### src/rtl/core/rhp_pkg.sv
// Shared types and constants for the RTP header parser.
// No dependencies; used by every module in rtl/core.
`default_nettype none

package rhp_pkg;

    // Header geometry
    localparam int FIXED_BYTES          = 12;
    localparam int WORD_BYTES           = 4;
    localparam int MAX_PACKET_BYTES_DEF = 65535;

    // Output queue geometry
    localparam int OQ_DEPTH = 4;
    localparam int OQ_AW    = $clog2(OQ_DEPTH);

    // RTP version carried in the top two header bits
    localparam logic [1:0] HDR_VERSION = 2'd2;

    // Result kinds
    localparam logic KIND_CSRC    = 1'b0;
    localparam logic KIND_SUMMARY = 1'b1;

    typedef enum logic [2:0] {
        ST_OK          = 3'd0,
        ST_SHORT_FIXED = 3'd1,
        ST_BAD_VERSION = 3'd2,
        ST_SHORT_HDR   = 3'd3,
        ST_EXT_OVERRUN = 3'd4,
        ST_PAD_OVERRUN = 3'd5
    } t_rhp_status;

    // Input beat
    typedef struct packed {
        logic [7:0] data_byte;
        logic       last;
    } t_rhp_in;

    // Result beat
    typedef struct packed {
        logic        kind;
        logic [31:0] word;
        t_rhp_status status;
        logic        marker;
        logic [6:0]  payload_type;
        logic [15:0] sequence_res;
        logic [31:0] timestamp;
        logic [3:0]  csrc_count;
        logic [15:0] extension_profile;
        logic [15:0] extension_bytes;
        logic [15:0] payload_offset;
        logic [15:0] payload_length;
    } t_rhp_out;

    // Results produced by one parsed byte, CSRC word first
    typedef struct packed {
        logic     csrc_vld;
        logic     sum_vld;
        t_rhp_out csrc;
        t_rhp_out sum;
    } t_rhp_push;

endpackage

`default_nettype wire

### src/rtl/core/rtp_header_parser_core.sv
// Top level of the RTP header parser: input register, decoder, result queue.
// Depends on rhp_pkg, rhp_parse and rhp_out_fifo.
`default_nettype none

// Takes one packet byte per beat (last flags the final byte) and can accept a
// byte every cycle. A byte is held in an input register, decoded from there
// once the result queue has room for its beats, and its results land in a
// four-entry queue whose oldest entry drives the output. A byte yields up to
// two beats: a CSRC word (version 2 headers only) and, on the last byte, the
// packet summary, always after the CSRC beat. The input side stalls only
// while the result queue has fewer than two free entries, i.e. when the
// consumer holds off output beats.
module rtp_header_parser_core #(
    parameter int MAX_PACKET_BYTES = rhp_pkg::MAX_PACKET_BYTES_DEF
) (
    input  wire logic              i_clk,
    input  wire logic              i_rst_n,
    input  wire logic              i_valid,
    output logic                   o_ready,
    input  wire rhp_pkg::t_rhp_in  i_item,
    output logic                   o_valid,
    input  wire logic              i_ready,
    output rhp_pkg::t_rhp_out      o_item
);

    logic              r_in_valid, n_in_valid;
    rhp_pkg::t_rhp_in  r_in;
    logic              fire, space, accept;
    rhp_pkg::t_rhp_push push;

    // Input register handshake
    always_comb begin
        fire       = r_in_valid && space;
        o_ready    = !r_in_valid || fire;
        accept     = i_valid && o_ready;
        n_in_valid = accept || (r_in_valid && !fire);
    end

    always_ff @(posedge i_clk) begin
        if (!i_rst_n) begin
            r_in_valid <= 1'b0;
        end else begin
            r_in_valid <= n_in_valid;
        end
    end

    always_ff @(posedge i_clk) begin
        if (accept) begin
            r_in <= i_item;
        end
    end

    rhp_parse #(
        .MAX_PACKET_BYTES (MAX_PACKET_BYTES)
    ) u_parse (
        .i_clk   (i_clk),
        .i_rst_n (i_rst_n),
        .i_fire  (fire),
        .i_item  (r_in),
        .o_push  (push)
    );

    rhp_out_fifo u_out_fifo (
        .i_clk   (i_clk),
        .i_rst_n (i_rst_n),
        .i_push  (push),
        .o_space (space),
        .o_valid (o_valid),
        .i_ready (i_ready),
        .o_item  (o_item)
    );

    // Checks
    a_stall_holds: assert property (@(posedge i_clk) disable iff (!i_rst_n)
        (r_in_valid && !space) |=> (r_in_valid && $stable(r_in)))
        else $error("held byte lost while queue full");

    a_push_needs_fire: assert property (@(posedge i_clk) disable iff (!i_rst_n)
        (push.csrc_vld || push.sum_vld) |-> fire)
        else $error("result beat without a decoded byte");

    a_ready_stall: assert property (@(posedge i_clk) disable iff (!i_rst_n)
        !o_ready |-> (r_in_valid && !space))
        else $error("input stalled without cause");

endmodule

`default_nettype wire

### src/rtl/core/rhp_parse.sv
// Byte-at-a-time RTP header decode: header capture, CSRC words, packet summary.
// Depends on rhp_pkg.
`default_nettype none

module rhp_parse #(
    parameter int MAX_PACKET_BYTES = rhp_pkg::MAX_PACKET_BYTES_DEF
) (
    input  wire logic              i_clk,
    input  wire logic              i_rst_n,
    input  wire logic              i_fire,
    input  wire rhp_pkg::t_rhp_in  i_item,
    output rhp_pkg::t_rhp_push     o_push
);

    localparam logic [15:0] MAX_CNT = 16'(MAX_PACKET_BYTES);

    logic [15:0] r_byte_count, n_byte_count;
    logic [31:0] r_word_shift, n_word_shift;
    logic [31:0] r_first_word, n_first_word;
    logic [31:0] r_time_stamp, n_time_stamp;
    logic [31:0] r_source_id,  n_source_id;
    logic [15:0] r_ext_profile, n_ext_profile;
    logic [15:0] r_ext_words,  n_ext_words;

    logic        cnt_ok, word_end, is_fixed_word, csrc_hit, ext_hit;
    logic [6:0]  hdr_cur, hdr_new;
    logic        x_cur, x_new, p_new;
    logic [7:0]  need_len;
    logic [15:0] avail, avail2, offset, plen;
    logic [17:0] ext_len;
    logic [18:0] ext_need;
    logic [7:0]  pad;
    logic        short_fixed, bad_ver, short_hdr, ext_over, pad_over;
    rhp_pkg::t_rhp_status status;

    // Per-byte capture
    always_comb begin
        cnt_ok        = r_byte_count < MAX_CNT;
        hdr_cur       = 7'(rhp_pkg::FIXED_BYTES) + {1'b0, r_first_word[27:24], 2'b00};
        x_cur         = r_first_word[28];
        word_end      = cnt_ok && (r_byte_count[1:0] == 2'b11);
        is_fixed_word = (r_byte_count == 16'd3) || (r_byte_count == 16'd7)
                     || (r_byte_count == 16'd11);

        n_word_shift = cnt_ok ? {r_word_shift[23:0], i_item.data_byte} : r_word_shift;
        n_byte_count = cnt_ok ? r_byte_count + 16'd1 : r_byte_count;

        n_first_word = (word_end && r_byte_count == 16'd3)  ? n_word_shift : r_first_word;
        n_time_stamp = (word_end && r_byte_count == 16'd7)  ? n_word_shift : r_time_stamp;
        n_source_id  = (word_end && r_byte_count == 16'd11) ? n_word_shift : r_source_id;

        csrc_hit = word_end && !is_fixed_word && (r_byte_count < {9'd0, hdr_cur})
                && (r_first_word[31:30] == rhp_pkg::HDR_VERSION);
        ext_hit  = word_end && !is_fixed_word && !(r_byte_count < {9'd0, hdr_cur})
                && x_cur && (r_byte_count == {9'd0, hdr_cur} + 16'd3);

        n_ext_profile = ext_hit ? n_word_shift[31:16] : r_ext_profile;
        n_ext_words   = ext_hit ? n_word_shift[15:0]  : r_ext_words;
    end

    // Summary arithmetic on the updated header state
    always_comb begin
        hdr_new  = 7'(rhp_pkg::FIXED_BYTES) + {1'b0, n_first_word[27:24], 2'b00};
        x_new    = n_first_word[28];
        p_new    = n_first_word[29];
        need_len = {1'b0, hdr_new} + (x_new ? 8'd4 : 8'd0) + {7'd0, p_new};

        short_fixed = n_byte_count < 16'(rhp_pkg::FIXED_BYTES);
        bad_ver     = n_first_word[31:30] != rhp_pkg::HDR_VERSION;
        short_hdr   = n_byte_count < {8'd0, need_len};

        avail    = n_byte_count - {9'd0, hdr_new};
        ext_len  = {n_ext_words, 2'b00};
        ext_need = {1'b0, ext_len} + 19'(rhp_pkg::WORD_BYTES);
        ext_over = x_new && (ext_need > {3'd0, avail});
        avail2   = x_new ? avail - ext_need[15:0] : avail;
        pad      = p_new ? i_item.data_byte : 8'd0;
        pad_over = {8'd0, pad} > avail2;
        offset   = n_byte_count - avail2;
        plen     = avail2 - {8'd0, pad};

        if (short_fixed) begin
            status = rhp_pkg::ST_SHORT_FIXED;
        end else if (bad_ver) begin
            status = rhp_pkg::ST_BAD_VERSION;
        end else if (short_hdr) begin
            status = rhp_pkg::ST_SHORT_HDR;
        end else if (ext_over) begin
            status = rhp_pkg::ST_EXT_OVERRUN;
        end else if (pad_over) begin
            status = rhp_pkg::ST_PAD_OVERRUN;
        end else begin
            status = rhp_pkg::ST_OK;
        end
    end

    // Result beats
    always_comb begin
        o_push          = '0;
        o_push.csrc_vld = i_fire && csrc_hit;
        o_push.sum_vld  = i_fire && i_item.last;

        o_push.csrc.kind = rhp_pkg::KIND_CSRC;
        o_push.csrc.word = n_word_shift;

        o_push.sum.kind   = rhp_pkg::KIND_SUMMARY;
        o_push.sum.status = status;
        if (!short_fixed) begin
            o_push.sum.word         = n_source_id;
            o_push.sum.marker       = n_first_word[23];
            o_push.sum.payload_type = n_first_word[22:16];
            o_push.sum.sequence_res = n_first_word[15:0];
            o_push.sum.timestamp    = n_time_stamp;
            o_push.sum.csrc_count   = n_first_word[27:24];
            if (!bad_ver && !short_hdr && x_new) begin
                o_push.sum.extension_profile = n_ext_profile;
                o_push.sum.extension_bytes   = (|ext_len[17:16]) ? 16'hFFFF : ext_len[15:0];
            end
            if (status == rhp_pkg::ST_OK) begin
                o_push.sum.payload_offset = offset;
                o_push.sum.payload_length = plen;
            end
        end
    end

    // State registers; cleared after the last byte of each packet
    always_ff @(posedge i_clk) begin
        if (!i_rst_n || (i_fire && i_item.last)) begin
            r_byte_count  <= '0;
            r_word_shift  <= '0;
            r_first_word  <= '0;
            r_time_stamp  <= '0;
            r_source_id   <= '0;
            r_ext_profile <= '0;
            r_ext_words   <= '0;
        end else if (i_fire) begin
            r_byte_count  <= n_byte_count;
            r_word_shift  <= n_word_shift;
            r_first_word  <= n_first_word;
            r_time_stamp  <= n_time_stamp;
            r_source_id   <= n_source_id;
            r_ext_profile <= n_ext_profile;
            r_ext_words   <= n_ext_words;
        end
    end

    // Checks
    a_cnt_bound: assert property (@(posedge i_clk) disable iff (!i_rst_n)
        r_byte_count <= MAX_CNT)
        else $error("byte count past packet limit");

    a_csrc_ver: assert property (@(posedge i_clk) disable iff (!i_rst_n)
        o_push.csrc_vld |-> (r_first_word[31:30] == rhp_pkg::HDR_VERSION
                             && r_byte_count > 16'd11))
        else $error("CSRC beat outside a version 2 header");

    a_sum_clears: assert property (@(posedge i_clk) disable iff (!i_rst_n)
        o_push.sum_vld |=> (r_byte_count == 16'd0 && r_first_word == 32'd0))
        else $error("packet state not cleared after summary");

endmodule

`default_nettype wire

### src/rtl/core/rhp_out_fifo.sv
// Small result queue taking up to two beats per cycle, one beat out per cycle.
// Depends on rhp_pkg.
`default_nettype none

module rhp_out_fifo (
    input  wire logic               i_clk,
    input  wire logic               i_rst_n,
    input  wire rhp_pkg::t_rhp_push i_push,
    output logic                    o_space,
    output logic                    o_valid,
    input  wire logic               i_ready,
    output rhp_pkg::t_rhp_out       o_item
);

    localparam int AW = rhp_pkg::OQ_AW;
    localparam int CW = AW + 1;

    rhp_pkg::t_rhp_out r_mem [rhp_pkg::OQ_DEPTH];

    logic [AW-1:0] r_wr_ptr, n_wr_ptr, r_rd_ptr, n_rd_ptr;
    logic [CW-1:0] r_count, n_count;
    logic [AW-1:0] sum_ptr;
    logic [1:0]    push_n;
    logic          pop;

    // Pointer and occupancy
    always_comb begin
        o_valid  = r_count != '0;
        push_n   = {1'b0, i_push.csrc_vld} + {1'b0, i_push.sum_vld};
        pop      = o_valid && i_ready;
        sum_ptr  = r_wr_ptr + AW'(i_push.csrc_vld);
        n_wr_ptr = r_wr_ptr + AW'(push_n);
        n_rd_ptr = r_rd_ptr + AW'(pop);
        n_count  = r_count + CW'(push_n) - CW'(pop);
        o_space  = r_count <= CW'(rhp_pkg::OQ_DEPTH - 2);
        o_item   = r_mem[r_rd_ptr];
    end

    always_ff @(posedge i_clk) begin
        if (!i_rst_n) begin
            r_wr_ptr <= '0;
            r_rd_ptr <= '0;
            r_count  <= '0;
        end else begin
            r_wr_ptr <= n_wr_ptr;
            r_rd_ptr <= n_rd_ptr;
            r_count  <= n_count;
        end
    end

    // Storage; CSRC beat goes ahead of the summary
    always_ff @(posedge i_clk) begin
        if (i_push.csrc_vld) begin
            r_mem[r_wr_ptr] <= i_push.csrc;
        end
        if (i_push.sum_vld) begin
            r_mem[sum_ptr] <= i_push.sum;
        end
    end

    // Checks
    a_no_overflow: assert property (@(posedge i_clk) disable iff (!i_rst_n)
        ({1'b0, r_count} + {2'b0, push_n} - {{CW{1'b0}}, pop})
            <= (CW + 1)'(rhp_pkg::OQ_DEPTH))
        else $error("result queue overflow");

    a_drain: assert property (@(posedge i_clk) disable iff (!i_rst_n)
        (r_count == CW'(1) && pop && push_n == 2'd0) |=> !o_valid)
        else $error("queue not empty after draining last beat");

    a_ptr_gap: assert property (@(posedge i_clk) disable iff (!i_rst_n)
        (r_wr_ptr - r_rd_ptr) == r_count[AW-1:0])
        else $error("queue pointers disagree with count");

endmodule

`default_nettype wire

### config.mk
export PLATFORM = sky130hd
export DESIGN_NAME = rtp_header_parser_core
export DESIGN_NICKNAME = d
export VERILOG_FILES = /design/src/rtl/core/rhp_pkg.sv /design/src/rtl/core/rtp_header_parser_core.sv /design/src/rtl/core/rhp_parse.sv /design/src/rtl/core/rhp_out_fifo.sv
export SDC_FILE = /design/constraint.sdc
export NUM_CORES = 2
export LEC_CHECK = 0
export ABC_CLOCK_PERIOD_IN_PS = 14940
export BUFFER_PORTS_ARGS = -buffer_cell sky130_fd_sc_hd__buf_2
export CORE_MARGIN = 1.5
export CORE_UTILIZATION = 35
export DETAILED_ROUTE_END_ITERATION = 6
export PLACE_DENSITY = 0.47
export SLEW_MARGIN = 0
export SYNTH_ARGS = -nofsm -noshare
export SYNTH_HDL_FRONTEND = slang
export SYNTH_SLANG_ARGS = --single-unit
### constraint.sdc
create_clock -name i_clk -period 14.94 [get_ports i_clk]
set_input_delay 4.482 -clock i_clk [delete_from_list [all_inputs] [get_ports i_clk]]
set_output_delay 4.482 -clock i_clk [all_outputs]
set_load 0.02 [all_outputs]
# Yosys cells after proc, flatten, opt, wreduce, memory -nomap -nowiden
# Memories as Yosys holds them, arrays and structs flattened. A register that Yosys moved wholly into a read port is not among the register bits.
# Cells that the tools add are included.
classes:
  addsub: 17
  mul: 0
  n_div: 0
  order_cmp: 7
  eq_ne: 7
  shifts: 0
  mux: 25
  bitwise_logic: 0
  n_reduce_logical: 34
op_table:
  columns: ["cell", "n"]
  rows:
  - ["$mux 32", 7]
  - ["$mux 124", 1]
  - ["$mux 16", 5]
  - ["$sub 16x16->16", 2]
  - ["$add 18x3->19 const B", 1]
  - ["$gt 19x16->1", 1]
  - ["$logic_and 1x1->1", 19]
  - ["$mux 3", 6]
  - ["$add 16x1->16 const B", 1]
  - ["$eq 16x16->1", 1]
  - ["$eq 16x2->1 const B", 1]
  - ["$eq 16x3->1 const B", 1]
  - ["$eq 16x4->1 const B", 1]
  - ["$gt 8x16->1", 1]
  - ["$lt 16x16->1 const B", 1]
  - ["$lt 16x4->1 const B", 1]
  - ["$lt 16x7->1", 1]
  - ["$lt 16x8->1", 1]
  - ["$sub 16x7->16", 1]
  - ["$sub 16x8->16", 1]
  - ["$add 4x6->7 const A", 2]
  - ["$add 7x2->8 const B", 1]
  - ["$add 7x8->8", 1]
  - ["$add 8x1->8", 1]
  - ["16 further kinds", 31]
totals:
  ff_bits: 193
  latch_bits: 0
  ram_bits: 640
  romBits: 0
  input_bits: 13
  out_inout_bits: 162
  word_cells: 104
  n_memories: 1
mem_list:
  columns: ["name", "words", "word_bits", "read_ports", "rd_ports_with_merged_regs", "write_ports", "line_no", "text"]
  rows:
  - ["u_out_fifo.r_mem", 4, 160, 1, 1, 2, "rhp_out_fifo.sv:18", "rhp_pkg::t_rhp_out r_mem [rhp_pkg::OQ_DEPTH];"]

# Longest topological paths before layout
logic_depth:
  depth_word: 21
  ltp_mapped: 37
  depth_no_buf: 34

# Cells and area by module
# From an unflattened synthesis, not the netlist that was laid out.
unflattened:
  cells_unflattened: 3453
  area_unflattened_um2: 45611.2
modules_own_cells:
  columns: ["mod", "n_inst", "cells_each", "area_per_inst_um2", "seq_area_each_um2"]
  rows:
  - ["rhp_out_fifo", 1, 1596, 31457.7, 19358.6]
  - ["rhp_parse", 1, 1842, 13818.3, 3523.4]
  - ["rtp_header_parser_core", 1, 15, 335.3, 290.3]

# Worst setup path after synthesis
# Ideal clock, no wire load.
synth_path:
  path_type: "register to register"
  from: "register u_parse.r_byte_count[1]"
  to: "memory u_out_fifo.r_mem[0][30] (netlist name), data pin"
  setup_time_ns: 0.263
  t_arrival_ns: 8.105
  required_time_ns: 14.677
  slack_ns: 6.571
  path_stages_with_launch: 35
  n_path_buf: 4
  synth_period_minus_slack_ns: 8.369
  cell_sequence: "dfxtp_1 -> ha_1 -> clkbuf_1 -> nand4_1 -> nor4_2 -> buf_2 -> buf_1 -> mux2i_1 -> nor2_1 -> a21oi_1 -> ha_1 -> xor2_1 -> inv_1 -> ha_1 -> o21a_1 -> o31ai_1 -> a21oi_1 -> or2_2 -> clkbuf_1 -> nor3_1 -> nor2_1 -> ha_1 -> a211o_1 -> a2111o_1 -> and3_1 -> nor3_1 -> or3_4 -> clkinv_1 -> ha_1 -> inv_1 -> o41ai_1 -> a221o_1 -> o311ai_0 -> xor2_1 -> nor2_1"
synth_rtl:
  columns: ["element", "line_no", "text"]
  rows:
  - ["from (decl)", "rhp_parse.sv:17", "logic [15:0] r_byte_count, n_byte_count;"]
  - ["from (signal assigned)", "rhp_parse.sv:137", "r_byte_count <= n_byte_count;"]
  - ["to (decl)", "rhp_out_fifo.sv:18", null]

==> impl_metrics.toml <==
[outcome]
status = "finished, final reports clean"

[synth]
synth_cell_types = 83
synth-edff-count = 633
synth-seq-cells = 821
ys.warnings.count = 0
syn-instance-count = 3407
synth.avg_cell_area_sq_um = 11.5
syn-cell-area_sq_um = 39100
synth_ff_type = "edfxtp_1"
ys_seq_area_share_pct = 58.2
synthArstFlopShare_pct = 0

[global_routing]
grt_antenna_before_repair = 4
grt_pass1_wl_um = 179000
grt_overflow = 0
grt_pass1_vias = 26200
grt_usage_pct = 21.4
grt_max_degree = 114

[routing]
wl_um = 122000
via_per_inst = 5.33
detail_route.wl_per_cell_um = 24.1
drc_errors = 0
drt-initial-drc-count = 2268
ant_nets = 0
dr.pass1.iters = 5
vias = 27000

[cts]
ctsHoldBuffers = 0
ctsResizeCount = 0
cts_buffers = 93
cts.sinks = 821
root_buffer = "clkbuf_16"
clk_pin_slew_worst_paths_ps = 60
post_cts_buffers = 0
htreeDepth = 3
clk_latency_ps = 700
clock_path_buffers = 3
cts_tree = "yes"

[timing]
finalSetupTns_ps = 0
worstMarginPinSlew_ps = 1150
setup_viol = 0
relSlewSlack_pct = 22.9
min_period_ps = 9200
rsz0062_at_grt = "no"
post-route-period-util_pct = 61.6
fmax_mhz = 109
finClkSkew_ps = 58.0
hold_viol = 0
final_max_slew_viol_count = 0

[final_layout]
fin_nets = 3594
final_cell_mix = "774 x nor2_1, 633 x edfxtp_1, 263 x nand2_1, 186 x dfxtp_1, 180 x o21ai_0"
final_common_cell = "nor2_1"
syn2layout_area_growth_pct = 14.4
multi_input_area_sq_um = 15200
drive_gt1_share_pct = 17.2
ff_latch_area_sq_um = 22800
fill_cells = 10600

[power]
p_total_mw = 6.06
peakVddDrop_mv = 0.107
p_leak_nw = 14.5
p_per_area_nw_per_um2 = 135

[worst_setup_path]
slowest_stage = "a21oi_1"
crit_top_cell = "ha_1"
critPathKind = "reg -> reg"
crit_path_end_kind = "flip-flop"
cp_max_fo = 31
timing.rr.start = "u_parse.r_byte_count[0]"
worstRegToRegCells = 31
worstSetupStartpointType = "flip-flop"
critPathMaxStageDelay_ps = 780
r2r_slack_ps = 5740
cp_data_required_time_ps = 15350
rr_endpoint = "u_out_fifo.r_mem[1][30]"
arrival_ps = 9610

[floorplanning]
dieArea_sq_um = 114000
die_w_um = 337
num_rows = 122
core_sq_um = 111000
io_pins = 175
fp.dieH_um = 337
initial_core_util_pct = 35.3

[worst_hold_path]
whs_endpoint = "u_out_fifo.r_mem[2][159]"
hold_path_depth = 2
worstHoldStart = "u_out_fifo.r_mem[2][159]"
min_path_type = "reg -> reg"

[placement]
dp_hpwl_um = 74700
io_buffers = 172
globalplace.congestion = 0.839

[flow_run]
cap_violations = 0
## layer usage
layer / vias up / track usage [%] / part of all wire (%)
li1: 12600 / - / -
met1: 13600 / 30.8 / 46
met2: 743 / 33.9 / 47
met3: 101 / 3.35 / 6.1
met4: 0 / 4.46 / 1.4
met5: - / 0 / 0
## cells by family (layout without fill, tap and decap cells)
logic type                 count (synthesis)  count (layout)  share of synthesized area [%]
AOI/OAI and AO/OA                        618             618                           10.1
DFF                                      821             821                           58.2
buffers and inverters                    329             499                           3.35
other                                      2               4                         0.0192
muxes                                    204             204                           10.3
xor gates and xnor gates                  78              78                           1.75
adders and majority gates                 81              81                           2.67
and+or+nand+nor                         1274            1274                           13.7
## where the power goes
part	internal [mW]	switching, mW	total (mW)
registers	2.50	0.0755	2.57
clock network	1.31	0.980	2.29
logic	0.451	0.741	1.19
total	4.26	1.80	6.06
## critical path, delay by kind of cell (launching register included)
family	cells	cell delay, ps
adders and majority gates	5	1880
DFF	1	490
buffers and inverters	4	760
AOI/OAI and AO/OA	9	2840
and+or+nand+nor	10	2030
xor gates and xnor gates	2	600
muxes	1	290
## worst max-delay path by stage
| stage | startpoint | endpoint | slack [ps] |
|---|---|---|---|
| finish | u_parse.r_byte_count[0] | u_out_fifo.r_mem[1][30] | 5740 |
| global route | u_parse.r_byte_count[0] | u_out_fifo.r_mem[1][18] | 4950 |
| CTS | u_parse.r_byte_count[0] | u_out_fifo.r_mem[1][30] | 5780 |
| detailed placement | u_parse.r_byte_count[0] | u_out_fifo.r_mem[1][30] | 5800 |
| global placement | u_parse.r_byte_count[0] | u_out_fifo.r_mem[1][30] | 6070 |
| floorplan | u_parse.r_byte_count[1] | u_out_fifo.r_mem[0][30] | 6570 |
## final cells by class
class	instances	area share [%]
Antenna cell	1	0.00560
Clock buffer	124	5.69
Clock inverter	49	1.14
Inverter	70	0.590
Multi-Input combinational cell	2258	34.1
Sequential cell	821	50.9
Tap cell	1488	4.16
Timing Repair Buffer	256	3.42
## cells in the mapped netlist, types with 19 or more instances
library cell	count	share of area, %
a211oi_1	168	3.2
a21o_1	23	0.44
a21oi_1	111	1.4
and2_1	26	0.42
buf_1	43	0.41
buf_2	30	0.38
clkbuf_1	176	1.7
dfxtp_1	188	9.6
edfxtp_1	633	49
ha_1	77	2.5
inv_1	66	0.63
mux2i_1	44	1.1
mux4_2	157	9.0
nand2_1	274	2.6
nand3_1	32	0.41
nand4_1	19	0.30
nor2_1	783	7.5
nor3_1	32	0.41
o21ai_0	180	2.3
xnor2_1	48	1.1
xor2_1	30	0.67
## per-stage QoR
step                      area [sq um]  hold WS, ps  worst slack [ps]  std cells  util (%)
after global routing             44700          459              4950       5066      40.4
after CTS                        44700          443              5780       5066      40.4
after floorplan                  39100          418              6570       3408         -
after detailed placement         41700          435              5800       4893      37.6
final                            44700          446              5740       5067      40.4
after global placement           41700          432              6070       4893      37.6
## registers in the layout, indices dropped and copies added (netlist names)
register	flops
r_in	9
r_in_valid	1
u_out_fifo.r_count	3
u_out_fifo.r_mem	628
u_out_fifo.r_rd_ptr	2
u_out_fifo.r_wr_ptr	2
u_parse.r_byte_count	16
u_parse.r_ext_profile	16
u_parse.r_ext_words	16
u_parse.r_first_word	32
u_parse.r_source_id	32
u_parse.r_time_stamp	32
u_parse.r_word_shift	32
No activity file was read; power rests on OpenSTA's default activity.
